File: src/hdl/mseu_pkg.sv
// ----------------------------------------------------------------------------
// mseu_pkg
// Shared types and constants of the MIPS subset execute unit: opcodes,
// function codes, memory sizes and the request and result records.
// ----------------------------------------------------------------------------
package mseu_pkg;

    // Data memory depth in words; must be a power of two (index is a bit slice)
    localparam int DATA_WORDS = 1024;
    localparam int DMEM_AW    = $clog2(DATA_WORDS);

    localparam int REG_COUNT = 32;
    localparam int REG_AW    = $clog2(REG_COUNT);

    localparam logic [REG_AW-1:0] LINK_REG = 5'd31;
    localparam int REGION_SHIFT = 28;
    localparam int HALF_SHIFT   = 16;

    // Opcodes
    localparam logic [5:0] OP_RTYPE = 6'h00;
    localparam logic [5:0] OP_J     = 6'h02;
    localparam logic [5:0] OP_JAL   = 6'h03;
    localparam logic [5:0] OP_BEQ   = 6'h04;
    localparam logic [5:0] OP_BNE   = 6'h05;
    localparam logic [5:0] OP_ADDI  = 6'h08;
    localparam logic [5:0] OP_ADDIU = 6'h09;
    localparam logic [5:0] OP_SLTI  = 6'h0A;
    localparam logic [5:0] OP_SLTIU = 6'h0B;
    localparam logic [5:0] OP_ANDI  = 6'h0C;
    localparam logic [5:0] OP_ORI   = 6'h0D;
    localparam logic [5:0] OP_LUI   = 6'h0F;
    localparam logic [5:0] OP_LW    = 6'h23;
    localparam logic [5:0] OP_SW    = 6'h2B;

    // R-type function codes
    localparam logic [5:0] FN_SLL  = 6'h00;
    localparam logic [5:0] FN_SRL  = 6'h02;
    localparam logic [5:0] FN_JR   = 6'h08;
    localparam logic [5:0] FN_ADD  = 6'h20;
    localparam logic [5:0] FN_ADDU = 6'h21;
    localparam logic [5:0] FN_SUB  = 6'h22;
    localparam logic [5:0] FN_SUBU = 6'h23;
    localparam logic [5:0] FN_AND  = 6'h24;
    localparam logic [5:0] FN_OR   = 6'h25;
    localparam logic [5:0] FN_SLT  = 6'h2A;
    localparam logic [5:0] FN_SLTU = 6'h2B;

    // Configuration register indexes
    localparam logic REG_START_ADDRESS = 1'b0;

    typedef struct packed {
        logic              unknown_instr;
        logic [31:0]       next_pc;
        logic              reg_write_en;
        logic [REG_AW-1:0] reg_write_index;
        logic [31:0]       reg_write_value;
        logic              mem_write_en;
        logic [31:0]       mem_address;
    } t_result;

    typedef struct packed {
        logic              en;
        logic [REG_AW-1:0] idx;
        logic [31:0]       data;
    } t_rf_wr;

    typedef struct packed {
        logic               we;
        logic               re;
        logic [DMEM_AW-1:0] idx;
        logic [31:0]        data;
    } t_dm_req;

endpackage

File: src/hdl/mseu_regfile.sv
// ----------------------------------------------------------------------------
// mseu_regfile
// 32 x 32 register file, one write port and two registered read ports.
// Per-entry valid bits make every entry read as zero after reset.
// ----------------------------------------------------------------------------
module mseu_regfile
    import mseu_pkg::*;
(
    input  logic              i_clk,
    input  logic              i_rst_n,
    input  logic              i_rd_en,
    input  logic [REG_AW-1:0] i_rd_addr_a,
    input  logic [REG_AW-1:0] i_rd_addr_b,
    input  t_rf_wr            i_wr,
    output logic [31:0]       o_rd_data_a,
    output logic [31:0]       o_rd_data_b
);

    logic [31:0]          r_mem [REG_COUNT];
    logic [REG_COUNT-1:0] r_valid;
    logic [31:0]          r_data_a;
    logic [31:0]          r_data_b;
    logic                 r_valid_a;
    logic                 r_valid_b;

    always_ff @(posedge i_clk) begin
        if (i_wr.en) begin
            r_mem[i_wr.idx] <= i_wr.data;
        end
        if (i_rd_en) begin
            r_data_a <= r_mem[i_rd_addr_a];
            r_data_b <= r_mem[i_rd_addr_b];
        end
    end

    always_ff @(posedge i_clk) begin
        if (!i_rst_n) begin
            r_valid   <= '0;
            r_valid_a <= 1'b0;
            r_valid_b <= 1'b0;
        end else begin
            if (i_wr.en) begin
                r_valid[i_wr.idx] <= 1'b1;
            end
            if (i_rd_en) begin
                r_valid_a <= r_valid[i_rd_addr_a];
                r_valid_b <= r_valid[i_rd_addr_b];
            end
        end
    end

    assign o_rd_data_a = r_valid_a ? r_data_a : 32'd0;
    assign o_rd_data_b = r_valid_b ? r_data_b : 32'd0;

endmodule

File: config.mk
export PLATFORM = sky130hd
export DESIGN_NAME = mseu_regfile
export DESIGN_NICKNAME = d
export VERILOG_FILES = /design/src/hdl/mseu_pkg.sv /design/src/hdl/mseu_regfile.sv
export SDC_FILE = /design/constraint.sdc
export NUM_CORES = 1
export LEC_CHECK = 0
export BUFFER_PORTS_ARGS = -buffer_cell sky130_fd_sc_hd__buf_2
export CORE_ASPECT_RATIO = 1.1
export CORE_MARGIN = 4
export CORE_UTILIZATION = 40
export DETAILED_ROUTE_END_ITERATION = 8
export SYNTH_ARGS = -nofsm -noshare
export SYNTH_HDL_FRONTEND = slang
export SYNTH_SLANG_ARGS = --single-unit
File: constraint.sdc
create_clock -name i_clk -period 2.6 [get_ports i_clk]
set_clock_uncertainty 0.05 [all_clocks]
set_input_delay 0.13 -clock i_clk [delete_from_list [all_inputs] [get_ports i_clk]]
set_output_delay 0.13 -clock i_clk [all_outputs]
set_load 0.005 [all_outputs]
# After elaboration in Yosys (flattened, before gate mapping)

Memory sizes are Yosys's and may differ from the RTL's. A register that Yosys moved wholly into a read port is not among the register bits.
Cells that the tools add are included.

Flip-flop bits (word level): 34
Bits in writable memories: 1,024
Input port bits: 51
Word-level logic and storage cells: 20
Memories: 1

Memory list:

| memory | words | width | read ports | clocked after memory_dff | write ports | RTL line           | source |
|---|---|---|---|---|---|---|---|
| r_mem  | 32    | 32    | 2          | 2                        | 1           | mseu_regfile.sv:19 | `logic [31:0] r_mem [REG_COUNT];` |

Magnitude comparators: 4
Muxes and demuxes: 10
Bitwise gates (word level): 1
Reduce and logical (&&, ||, !) cells: 1

Operators with widths:

| operator                                                                            | number |
|---|---|
| 32-bit 2-to-1 mux                                                                   | 2 |
| 32-bit bitwise OR                                                                   | 1 |
| 5-bit by 6-bit < comparator with 1-bit output, second input constant                | 3 |
| 1-bit binary-select mux with 5-bit select                                           | 2 |
| 1-bit demux with 5-bit select                                                       | 1 |
| 5-bit by 1-bit greater-or-equal comparator with 1-bit output, second input constant | 1 |
| 1-bit 2-to-1 mux                                                                    | 5 |
| 1-bit logical AND                                                                   | 1 |

# Longest topological paths before layout

Depth in word-level cells: 5
Mapped depth: 9
Mapped depth without buffers: 5

# Least setup slack after synthesis

Ideal clock, no wire load.

Path kind: input to register
Start: in i_wr[32] in the netlist's numbering
End: mem r_mem[12][0], enable pin
Library setup time: 423 ps
Arrival time: 2,174 ps
Required time: 2,127 ps
Slack: -47 ps
Stages on the path: 3
Cell sequence: or3b_2 > clkbuf_1 > nor2_1

RTL lines:

| item            | RTL line           | source |
|---|---|---|
| start, declared | mseu_regfile.sv:14 | `input t_rf_wr i_wr,` |
| end, declared   | mseu_regfile.sv:19 |  |

No word-level cell before the write port.

# Worst setup path in the final report

Start: reg r_valid_b
End: out o_rd_data_b[0]

Word-level cells in the longest chain between the ends: 1

Ends and longest elaborated chain:

| item                   | RTL line           | source |
|---|---|---|
| start, declared        | mseu_regfile.sv:24 | `logic r_valid_b;` |
| start signal, assigned | mseu_regfile.sv:47 | `r_valid_b <= r_valid[i_rd_addr_b];` |
| 32-bit 2-to-1 mux      | mseu_regfile.sv:53 | `assign o_rd_data_b = r_valid_b ? r_data_b : 32'd0;` |
| end, declared          | mseu_regfile.sv:16 | `output logic [31:0] o_rd_data_b` |

Every way passes these cells.

==> impl_results.md <==
- Final Hold Fails: 0
- Achievable frequency: 0.4390 GHz
- Port Buf Inserts: 114
- Final min period: 2.278 ns
- Synthesized instance count: 2,217
- Post-CTS sizing: 0
- Vert. Die Dim: 381.6 µm
- Wire per inst: 34.13 µm
- Vias in the first global route: 27,890
- Nets: 2,520
- Total Neg Setup Slack: 0 ns
- CTS tree: yes
- H-tree Lvls: 3
- Min-delay worst type: in2reg
- Gr usage total: 21.73%
- Area growth syn-to-layout: 16.82%
- Routed wire length: 144.2 mm
- Slew Viols, Final: 0
- Antenna-violating nets left: 0
- Syn Area/Cell: 22.89 µm²
- Worst rel slew slack: 51.06%
- Die area: 132,600 µm²
- Share of layout cells above drive strength 1: 46.38%
- Hpwl dp: 81.89 mm
- Util after Layout: 47.27%
- Status: finished, final reports clean
- Total power: 40.70 mW
- FF+latch count, synth: 1,122
- Post-Place Setup Slack: 0.1578 ns
- DR vias: 26,440
- Worst Max-Slew Pin Slew: 0.7340 ns
- Placed Area: 54,970 µm²
- TritonRoute pass-1 iters: 6
- Worst-path clk slew: 0.06 ns
- Clock buffer depth: 3
- Final WS setup: 0.3219 ns
- Leakage: 18.72 nW
- Starting Density: 40.46%
- DR iter-0 viols: 2,952
- Core area: 125,400 µm²
- Drc violations: 0
- Initial antenna violation count: 3
- Top Ports: 115
- Root buffer cell: clkbuf_16
- Worst EP required: 2.42 ns
- Chip Width: 347.6 µm
- Worst-path fanout max: 18
- TritonCTS Sinks: 1,122
- Clock Latency Late Sink: 0.72 ns
- Largest net degree at the start of global routing: 48
- Power density over the cells: 686.5 nW/µm²
- Vias per std cell: 6.259
- Final Wtd Congestion: 0.7812
- Period utilisation layout: 87.62%
- # fillers: 10,080
- Worst Path Arrival: 2.10 ns
- Worst VDD drop: 0.5589 mV
- First-pass GRT wire length: 205.1 mm
- Max-cap viol count: 0
- # rows: 136
- Seq/Total Area, Yosys: 65.72%
- CP startpoint kind: flop
- Netlist cell types: 27
- Crit Path Category: reg2out
- CTS buffer count: 113
- Unrepaired setup endpoints after global routing: false
- Mapped Nets: 2,268
- Setup crit end kind: primary output
- Total gr overflow: 0
- Fin area: 59,280 µm²
- Warnings from Yosys: 0
- Final setup violation count: 0
- Mapped Area: 50,750 µm²
## stage by stage
stage          std cells  hold slack [ns]
5_1_grt             4224          0.07019
4_1_cts             4224          0.02856
2_1_floorplan       2217           0.1789
3_5_place_dp        3974           0.4293
3_3_place_gp        3974           0.4222
6_report            4225          0.06775
## cells in the mapped netlist (all sizes together)
master / instances / share of area, %
nand3b: 5 / 0.074
nor2: 35 / 0.26
a22oi: 7 / 0.10
nand2: 11 / 0.081
and2: 66 / 0.81
mux4: 640 / 28
a22o: 1 / 0.017
nand3: 9 / 0.089
o21ai: 2 / 0.020
or3b: 3 / 0.052
or3: 1 / 0.012
a21oi: 6 / 0.059
mux2: 64 / 1.4
a31oi: 2 / 0.025
and3: 2 / 0.025
a211oi: 2 / 0.030
edfxtp: 1088 / 64
buf: 93 / 1.0
nand2b: 3 / 0.037
dfxtp: 34 / 1.3
mux2i: 32 / 0.63
clkbuf: 74 / 0.55
o21a: 32 / 0.47
nand4b: 1 / 0.017
nor2b: 4 / 0.049
## layout by cell type, fill, tap and decap left out, types with 3 or more instances in the layout
master         synthesis  layout
clkbuf_1              74      18
nor2_1                35       3
a21oi_1                6       6
mux2_2                64      64
and2_1                66      66
nor2_4                 0      32
edfxtp_1            1088    1088
nand2b_1               3       3
nand2_1               11      11
nand3_1                9       9
a22oi_1                7       7
clkbuf_8               0      13
dlygate4sd3_1          0      36
nand3b_1               5       5
buf_2                 46     105
clkinv_4               0       3
clkinvlp_4             0      10
mux2i_1               32      32
buf_12                 0      74
dfxtp_1               34      32
or3b_2                 3       3
clkinv_1               0      14
nor2b_1                4       4
buf_4                  0      83
clkinv_2               0      18
buf_8                  0       4
o21a_1                32      32
mux4_2               640     640
clkbuf_16              0     121
bufinv_16              0      12
inv_6                  0       3
## cell type report
cell class	instances	area [µm²]	share of cell area [%]
flip-flops and latches	1122	33350	56.26
multi-input cells	928	16830	28.39
clock buffers	152	3274	5.523
repair buffers	304	3073	5.184
well taps	1656	2072	3.495
clock inverters	62	676.9	1.142
diodes	1	2.502	0.004221
## flip-flops by register name, indices dropped and copies added, names as in the netlist
signal,cells
r_mem,1024
r_valid_b,1
r_valid,32
r_valid_a,1
r_data_b,32
r_data_a,32
## power breakdown
part,leakage [nW],total [mW],switching [mW],internal [mW]
Clock,1.91,17.1,7.09,10.0
Sequential,10.1,20.3,0.139,20.2
Combinational,6.68,3.25,1.63,1.62
## kinds of logic (layout without fill, tap and decap cells)
| logic type | count (synthesis) | after routing | share of synthesized area, % |
|---|---|---|---|
| AOI/OAI and AO/OA | 52 | 52 | 0.7273 |
| and+or+nand+nor | 140 | 140 | 1.509 |
| muxes | 736 | 736 | 30.46 |
| DFF | 1122 | 1122 | 65.72 |
| buffers and inverters | 167 | 518 | 1.585 |
| other | 0 | 1 | 0 |
## repair_timing
| action | CTS | global route |
|---|---|---|
| setup buffers | 0 | 0 |
| hold endpoints to repair | 1088 | 0 |
| hold buffers | 36 | 0 |
## worst paths after layout
kind / from / end / slack, ns / depth (start not counted)
worst max register to register: r_mem[11][27] / r_data_a[27] / 0.56 / 3
worst min register to register: r_valid[28] / r_valid[28] / 0.44 / 1
worst max-delay path: r_valid_b / o_rd_data_b[0] / 0.32 / 3
worst min-delay path: i_rd_addr_a[2] / r_data_a[13] / 0.07 / 3
## layer usage
| metal | wire [µm] | global-route usage, % |
|---|---|---|
| met2 | 71620 | 35.57 |
| met4 | 3618 | 6.380 |
| met3 | 11350 | 4.712 |
| met5 | 22 | 0 |
| met1 | 57570 | 29.51 |
## worst max-delay path, stage by stage (launching register included)
cell and delay (ns):
dfxtp_2 0.57, buf_4 0.46, and2_1 0.21, buf_2 0.12
(Power assumes the default switching activity.)
