[src/hdl/mseu_pkg.sv]
// ----------------------------------------------------------------------------
// mseu_pkg
// Shared types and constants of the MIPS subset execute unit: opcodes,
// function codes, memory sizes and the request and result records.
// ----------------------------------------------------------------------------
package mseu_pkg;

    // Data memory depth in words; must be a power of two (index is a bit slice)
    localparam int DATA_WORDS = 1024;
    localparam int DMEM_AW    = $clog2(DATA_WORDS);

    localparam int REG_COUNT = 32;
    localparam int REG_AW    = $clog2(REG_COUNT);

    localparam logic [REG_AW-1:0] LINK_REG = 5'd31;
    localparam int REGION_SHIFT = 28;
    localparam int HALF_SHIFT   = 16;

    // Opcodes
    localparam logic [5:0] OP_RTYPE = 6'h00;
    localparam logic [5:0] OP_J     = 6'h02;
    localparam logic [5:0] OP_JAL   = 6'h03;
    localparam logic [5:0] OP_BEQ   = 6'h04;
    localparam logic [5:0] OP_BNE   = 6'h05;
    localparam logic [5:0] OP_ADDI  = 6'h08;
    localparam logic [5:0] OP_ADDIU = 6'h09;
    localparam logic [5:0] OP_SLTI  = 6'h0A;
    localparam logic [5:0] OP_SLTIU = 6'h0B;
    localparam logic [5:0] OP_ANDI  = 6'h0C;
    localparam logic [5:0] OP_ORI   = 6'h0D;
    localparam logic [5:0] OP_LUI   = 6'h0F;
    localparam logic [5:0] OP_LW    = 6'h23;
    localparam logic [5:0] OP_SW    = 6'h2B;

    // R-type function codes
    localparam logic [5:0] FN_SLL  = 6'h00;
    localparam logic [5:0] FN_SRL  = 6'h02;
    localparam logic [5:0] FN_JR   = 6'h08;
    localparam logic [5:0] FN_ADD  = 6'h20;
    localparam logic [5:0] FN_ADDU = 6'h21;
    localparam logic [5:0] FN_SUB  = 6'h22;
    localparam logic [5:0] FN_SUBU = 6'h23;
    localparam logic [5:0] FN_AND  = 6'h24;
    localparam logic [5:0] FN_OR   = 6'h25;
    localparam logic [5:0] FN_SLT  = 6'h2A;
    localparam logic [5:0] FN_SLTU = 6'h2B;

    // Configuration register indexes
    localparam logic REG_START_ADDRESS = 1'b0;

    typedef struct packed {
        logic              unknown_instr;
        logic [31:0]       next_pc;
        logic              reg_write_en;
        logic [REG_AW-1:0] reg_write_index;
        logic [31:0]       reg_write_value;
        logic              mem_write_en;
        logic [31:0]       mem_address;
    } t_result;

    typedef struct packed {
        logic              en;
        logic [REG_AW-1:0] idx;
        logic [31:0]       data;
    } t_rf_wr;

    typedef struct packed {
        logic               we;
        logic               re;
        logic [DMEM_AW-1:0] idx;
        logic [31:0]        data;
    } t_dm_req;

endpackage

[src/hdl/mseu_result_q.sv]
// ----------------------------------------------------------------------------
// mseu_result_q
// Two-entry result queue: output register plus skid stage, so a finished
// result may wait while the next request is taken.
// ----------------------------------------------------------------------------
module mseu_result_q
    import mseu_pkg::*;
(
    input  logic    i_clk,
    input  logic    i_rst_n,
    input  logic    i_push,
    input  t_result i_data,
    input  logic    i_ready,
    output logic    o_valid,
    output t_result o_data,
    output logic    o_full
);

    logic    r_out_valid;
    logic    r_skid_valid;
    t_result r_out;
    t_result r_skid;
    logic    w_pop;

    assign w_pop = r_out_valid && i_ready;

    always_ff @(posedge i_clk) begin
        if (!i_rst_n) begin
            r_out_valid  <= 1'b0;
            r_skid_valid <= 1'b0;
        end else begin
            if (w_pop) begin
                if (r_skid_valid) begin
                    r_out        <= r_skid;
                    r_skid_valid <= 1'b0;
                    if (i_push) begin
                        r_skid       <= i_data;
                        r_skid_valid <= 1'b1;
                    end
                end else if (i_push) begin
                    r_out <= i_data;
                end else begin
                    r_out_valid <= 1'b0;
                end
            end else if (i_push) begin
                if (!r_out_valid) begin
                    r_out       <= i_data;
                    r_out_valid <= 1'b1;
                end else begin
                    r_skid       <= i_data;
                    r_skid_valid <= 1'b1;
                end
            end
        end
    end

    assign o_valid = r_out_valid;
    assign o_data  = r_out;
    assign o_full  = r_out_valid && r_skid_valid;

endmodule

[config.mk]
export PLATFORM = sky130hd
export DESIGN_NAME = mseu_result_q
export DESIGN_NICKNAME = d
export VERILOG_FILES = /design/src/hdl/mseu_pkg.sv /design/src/hdl/mseu_result_q.sv
export SDC_FILE = /design/constraint.sdc
export NUM_CORES = 1
export LEC_CHECK = 0
export ABC_AREA = 1
export BUFFER_PORTS_ARGS = -buffer_cell sky130_fd_sc_hd__buf_2
export CORE_MARGIN = 2
export CORE_UTILIZATION = 47
export DETAILED_ROUTE_END_ITERATION = 10
export PLACE_DENSITY = 0.84
export SLEW_MARGIN = 40
export SYNTH_ARGS = -nofsm -noshare
export SYNTH_HDL_FRONTEND = slang
export SYNTH_SLANG_ARGS = --single-unit
export TNS_END_PERCENT = 50
[constraint.sdc]
create_clock -name i_clk -period 11.9 [get_ports i_clk]
set_input_delay 3.57 -clock i_clk [delete_from_list [all_inputs] [get_ports i_clk]]
set_output_delay 3.57 -clock i_clk [all_outputs]
set_load 0.005 [all_outputs]
### Yosys cells after proc, flatten, opt, wreduce, memory -nomap -nowiden

Cells that the tools add are included.

| storage, ports and cells | value |
|---|---|
| output and inout port bits | 106 |
| RAM bits | 0 |
| register bits after elaboration | 210 |
| word-level logic and storage cells | 48 |
| bits of input ports | 108 |
| ROM bits | 0 |
| memories kept | 0 |
| latch bits | 0 |

| operators by class | value |
|---|---|
| add/subtract/negate cells | 0 |
| order comparisons | 0 |
| multiply operators | 0 |
| multiplexer cells | 18 |
| shifts and indexed selects | 0 |
| bitwise operators | 0 |
| eq/ne operators | 5 |
| reduce and logical (&&, ||, !) cells | 9 |
| divide/modulo/power cells | 0 |

Operators by type and width:

| operator | number |
|---|---|
| $mux W104 | 9 |
| $mux W1 | 9 |
| $ne A2 B2 Y1 const B | 4 |
| $reduce_bool A2 Y1 | 3 |
| $reduce_and A5 Y1 | 1 |
| $reduce_and A4 Y1 | 1 |
| $reduce_and A3 Y1 | 1 |
| $logic_and A1 B1 Y1 | 2 |
| $ne A2 B1 Y1 const B | 1 |
| $reduce_and A2 Y1 | 1 |

### Logic depth before layout (Yosys ltp)

Gate-level depths: netlist of the first run.

| logic depth | value |
|---|---|
| depth after elaboration | 3 |
| mapped depth | 7 |

### Worst setup path before layout of the first run

Ideal clock, no wire load.

| path | value |
|---|---|
| path kind | input-to-reg |
| start point | input i_ready |
| end point | register r_out, in the netlist o_data[0] (enable) |
| arrival | 11.316 ns |
| cell stages on the path | 4 |
| buffers on the path | 1 |
| setup slack | -0.142 ns |
| cells stage by stage | inv_2 -> buf_6 -> nand2_1 -> a21boi_0 |

| on the way | value |
|---|---|
| longest elaborated chain between the ends | 3 |
| elaborated cells between the ends (all ways) | 4 |
| classes of those cells | eq/ne: 1; reduce/logical: 3 |

Ends and longest elaborated chain:

| what | RTL line | source |
|---|---|---|
| from (decl) | mseu_result_q.sv:13 | `input logic i_ready,` |
| $logic_and A1 B1 Y1 * | mseu_result_q.sv:25 | `assign w_pop = r_out_valid && i_ready;` |
| $ne A2 B1 Y1 (no source line) or $reduce_bool A2 Y1 (tied branches) | -- |  |
| $reduce_and A4 Y1 (no source line) * | -- |  |
| to (signal assigned) | mseu_result_q.sv:34 | `r_out <= r_skid;` |
| to (signal assigned) | mseu_result_q.sv:41 | `r_out <= i_data;` |
| to (signal assigned) | mseu_result_q.sv:47 | `r_out <= i_data;` |
| to (decl) | mseu_result_q.sv:21 | `t_result r_out;` |

Every way passes the cells marked *; elsewhere a longest branch is shown, timed or not.
A chain may end at the register's enable or synchronous reset.

### Final worst setup path of the first run

| path | value |
|---|---|
| start point | input i_ready |
| end point | register r_skid[35] (netlist name) (enable) |

| on the way | value |
|---|---|
| longest elaborated chain between the ends | 3 |
| elaborated cells between the ends (all ways) | 5 |
| classes of those cells | eq/ne: 1; reduce/logical: 4 |

Ends and longest elaborated chain:

| what | RTL line | source |
|---|---|---|
| $logic_and A1 B1 Y1 * | mseu_result_q.sv:25 |  |
| $ne A2 B2 Y1 (no source line) or $reduce_bool A2 Y1 (tied branches) | -- |  |
| $reduce_and A5 Y1 (no source line) * | -- |  |
| to (signal assigned) | mseu_result_q.sv:37 | `r_skid <= i_data;` |
| to (signal assigned) | mseu_result_q.sv:50 | `r_skid <= i_data;` |
| to (decl) | mseu_result_q.sv:22 | `t_result r_skid;` |

Marked as above.

==> impl_metrics.yaml, run 1 <==
floorplanning:
  initial_core_util_pct: 47.8
  die_width_um: 133
  row_count: 47
  ios: 214
  dieArea_um2: 17800
  die_h_um: 133
  design.core.area_um2: 16500
route:
  vias: 4982
  antenna_left: 0
  viasPerCell: 4.89
  drtPass1Iterations: 4
  wire_per_inst_um: 15.5
  drt-initial-drc-count: 408
  drcViolationCount: 0
  wirelength_um: 15800
sta:
  post-route-period-util_pct: 49.0
  fin_worst_skew_ns: 0.00951
  rsz0062_at_grt: "no"
  finalSetupViolCount: 0
  timing.setup.tns_ns: 0
  timing.fmax_mhz: 171
  period_minus_slack_ns: 5.83
  hold_viol: 0
  worst_pin_slew_ns: 0.738
  slew_headroom_pct: 50.8
  slew_viol_final: 0
  hold_ws_ns: 0.512
clocking:
  cts_resized: 0
  root_buffer: "clkbuf_16"
  clk_pin_slew_ns: 0.06
  cts_setup_buffers: 0
  cts_max_path_buffers: 3
  cts_inserted_buffers: 22
  ctsHoldBuffers: 0
  htreeDepth: 1
  cts_tree: "built"
  clkSinkCount: 210
  clk_latency_ns: 0.48
finish:
  final_area_um2: 9760
  area_growth_pct: 24.0
  fin_nets: 891
  fillCellCount: 1292
  diodes: 0
  final_cell_mix: "nand2_1, buf_2, edfxtp_1"
  multi_input_area_um2: 1400
  drive_gt1_share_pct: 31.7
  layout_commonest_cell: "nand2_1"
  regArea_um2: 6290
job:
  drv_cap: 0
logic_synthesis:
  ys_ff_latch: 210
  synth_warnings: 0
  syn_avg_cell_area_um2: 13.7
  syn_area_um2: 7870
  syn_inst: 573
  ys_seq_area_share_pct: 79.8
  synth_cell_types: 15
  synth_nets: 681
placed_design:
  portBuffers: 213
  dpl_cell_area_um2: 9110
  dp_hpwl_um: 9890
  routabilityCongestion: 0.764
grt:
  grt_use_total_pct: 17.3
  grt_pass1_wl_um: 24500
  grt_pass1_vias: 4778
  grt_max_degree: 108
  overflow: 0
  antenna_found_initial: 0
power:
  cellLeakagePower_uw: 0.00377
  powerDensity_nw_per_um2: 159
  ir_drop_mv: 0.0994
critical_path:
  critical_path_class: "in2reg"
  cp.arrival_ns: 5.94
  end_kind: "register"
  ff2ff_setup_slack_ns: 9.33
  cp_max_fo: 107
  required_ns: 12.01
  reg2reg_depth: 4
  cp-start-kind: "primary input"
min_path:
  worstHoldPathCells: 2
  worstHoldPathType: "reg2reg"
run_status:
  outcome: "finished clean"
sequential cells by signal, summed over array words and instances (netlist names):
| name | count |
|---|---|
| r_skid_valid | 1 |
| r_skid | 104 |
| o_valid | 1 |
| o_data | 104 |
final cells by class:
cell class / instances / share of cell area [%]
Sequential cell: 210 / 64.4
Multi-Input combinational cell: 326 / 14.3
Timing Repair Buffer: 219 / 11.6
Clock buffer: 29 / 6.13
Tap cell: 220 / 2.82
Clock inverter: 10 / 0.500
Inverter: 4 / 0.180
worst paths after layout:
check,start,end
setup reg to reg,o_valid,o_data[87]
hold / removal,r_skid[89],o_data[89]
setup / recovery,i_ready,r_skid[35]
hold reg to reg,r_skid[89],o_data[89]
critical path, cell delays in order:
cell and delay [ns]:
buf_2 0.11, inv_2 0.05, buf_6 0.54, nand3_1 0.23
nand2_1 0.12, nand2_1 0.10, inv_4 0.44, buf_4 0.69
per-stage QoR:
stage	setup slack [ns]	instances	utilization, %	power [uW]
final	6.07	1018	59.3	1550
after global placement	5.48	978	55.1	948
after global routing	5.84	1018	59.3	1600
after CTS	6.07	1018	59.3	1560
after detailed placement	5.56	979	55.3	951
after floorplan	2.58	573	-	905
where the power goes:
group,leakage [uW],total [uW],internal [uW],switching (uW)
Clock,0.000321,612,353,258
Combinational,0.00152,83.2,32.3,50.9
Sequential,0.00193,852,845,7.49
cell families after synthesis:
| family | count (synthesis) | share of synthesized area (%) |
|---|---|---|
| AOI/OAI and AO/OA | 106 | 6.77 |
| and+or+nand+nor | 220 | 10.7 |
| DFF | 210 | 79.8 |
| buffers and inverters | 37 | 2.72 |
synth_stat cells, drive strengths merged:
cell type,instances,area [um^2]
dfxtp,2,40.0
clkbuf,17,63.8
inv,4,15.0
edfxtp,208,6250
nand3,3,15.0
a21boi,1,7.51
buf,16,135
nand2,216,813
o21ai,105,526
nor2,1,11.3
metal layers:
metal	vias to the layer above	part of all wire, %	GRT usage (%)
met4	0	2.6	5.73
met5	-	0	0
met2	208	48	27.1
met3	32	8.5	4.45
li1	2439	-	-
met1	2303	41	23.8
(Power assumes the default switching activity.)
==> run 2, diff against run 1 <==
- clock period: 11.9 -> 5 ns (I/O delays scaled with it)
==> run 2 against run 1 <==
Register-to-register slack worse by 6.4 ns. Design area is 0.45% higher. Sequential share of layout area shrank 0.29 points. Power rose by 140%. Combinational power is 140% higher. Non-clock buffer count is 2 higher.
==> impl_metrics.yaml, run 2 (same netlist as run 1, synthesis figures left out) <==
grt:
  grt_pass1_vias: 5040
  grt_use_total_pct: 17.6
  grt_max_degree: 105
  grt_pass1_wl_um: 25000
  antenna_found_initial: 0
  overflow: 0
route:
  wire_per_inst_um: 15.6
  wirelength_um: 15900
  drcViolationCount: 0
  vias: 5064
  antenna_left: 0
  viasPerCell: 4.98
  drt-initial-drc-count: 404
  drtPass1Iterations: 4
critical_path:
  critical_path_class: "in2reg"
  required_ns: 5.15
  cp_max_fo: 45
  reg2reg_depth: 5
  end_kind: "register"
  cp-start-kind: "primary input"
  cp.arrival_ns: 3.31
  cp-startpoint: "i_ready"
  r2r-start: "o_valid"
min_path:
  worstHoldPathCells: 2
  worstHoldPathType: "reg2reg"
  hold_path.startpoint: "r_skid[66]"
power:
  ir_drop_mv: 0.250
  power_uw: 3660
  powerDensity_nw_per_um2: 374
  cellLeakagePower_uw: 0.00379
floorplanning:
  ios: 214
  die_h_um: 133
  dieArea_um2: 17800
  row_count: 47
  die_width_um: 133
  design.core.area_um2: 16500
  initial_core_util_pct: 47.8
placed_design:
  dpl_cell_area_um2: 9170
  portBuffers: 213
  dp_hpwl_um: 9960
  routabilityCongestion: 0.783
sta:
  hold_viol: 0
  timing.setup.tns_ns: 0
  slew_headroom_pct: 52.8
  period_minus_slack_ns: 3.17
  fin_worst_skew_ns: 0.0147
  slew_viol_final: 0
  rsz0062_at_grt: "no"
  finalSetupViolCount: 0
  worst_pin_slew_ns: 0.708
  hold_ws_ns: 0.506
  post-route-period-util_pct: 63.4
  timing.fmax_mhz: 316
finish:
  fin_nets: 893
  final_cell_mix: "nand2_1, buf_2, edfxtp_1"
  drive_gt1_share_pct: 31.6
  final_area_um2: 9800
  final_util_pct: 59.5
  diodes: 0
  area_growth_pct: 24.5
  layout_commonest_cell: "nand2_1"
clocking:
  cts_resized: 0
  htreeDepth: 1
  clk_pin_slew_ns: 0.06
  cts_setup_buffers: 0
  clkSinkCount: 210
  cts_max_path_buffers: 3
  root_buffer: "clkbuf_16"
  clk_latency_ns: 0.49
  cts_tree: "built"
  cts_inserted_buffers: 22
  ctsHoldBuffers: 0
job:
  drv_cap: 0
run_status:
  outcome: "finished clean"
run 2: cell types whose count changed in the layout (fill, tap and decap cells not counted):
cell        previous run  this run
inv_6                  1         0
clkinv_1               4         6
buf_6                  1         0
nand2_8                1         0
clkinvlp_4             0         1
clkbuf_1               6         4
buf_16                 1         2
buf_12                 0         3
nand2_4                0         1
buf_4                  4         3
clkinv_2               5         2
run 2: stage by stage:
| step | setup slack, ns | std cells |
|---|---|---|
| after floorplan | 0.598 | 573 |
| after global placement | 1.34 | 979 |
| after detailed placement | 1.28 | 981 |
| after CTS | 1.79 | 1017 |
| after global routing | 1.64 | 1017 |
| final | 1.83 | 1017 |
run 2: routing by layer:
metal	routed length, um	track usage [%]
met5	0	0
met2	7750	28.9
met1	6560	23.6
met4	352	5.67
met3	1220	4.00
run 2: final timing paths:
| kind | slack (ns) | end |
|---|---|---|
| setup / recovery | 1.83 | r_skid[88] |
| hold / removal | 0.51 | o_data[66] |
| setup reg to reg | 2.95 | r_skid[88] |
| hold reg to reg | 0.51 | o_data[66] |
run 2: cell type report:
cell class / instances / area, um^2
inverters: 4 / 17.5
fillers: 1258 / 6660
repair buffers: 221 / 1200
well taps: 220 / 275
clock inverters: 9 / 40.0
multi-input cells: 326 / 1390
clock buffers: 27 / 591
flip-flops and latches: 210 / 6290
run 2: worst max-delay path: stages:
cell	delay, ns
buf_2	0.11
inv_2	0.49
nand3_1	0.20
nand2_1	0.12
nand2_1	0.10
inv_4	0.36
buf_4	0.40
run 2: report_power, final:
group,internal (uW),switching (uW)
Combinational,79.1,122
Clock,829,606
Sequential,2010,16.9
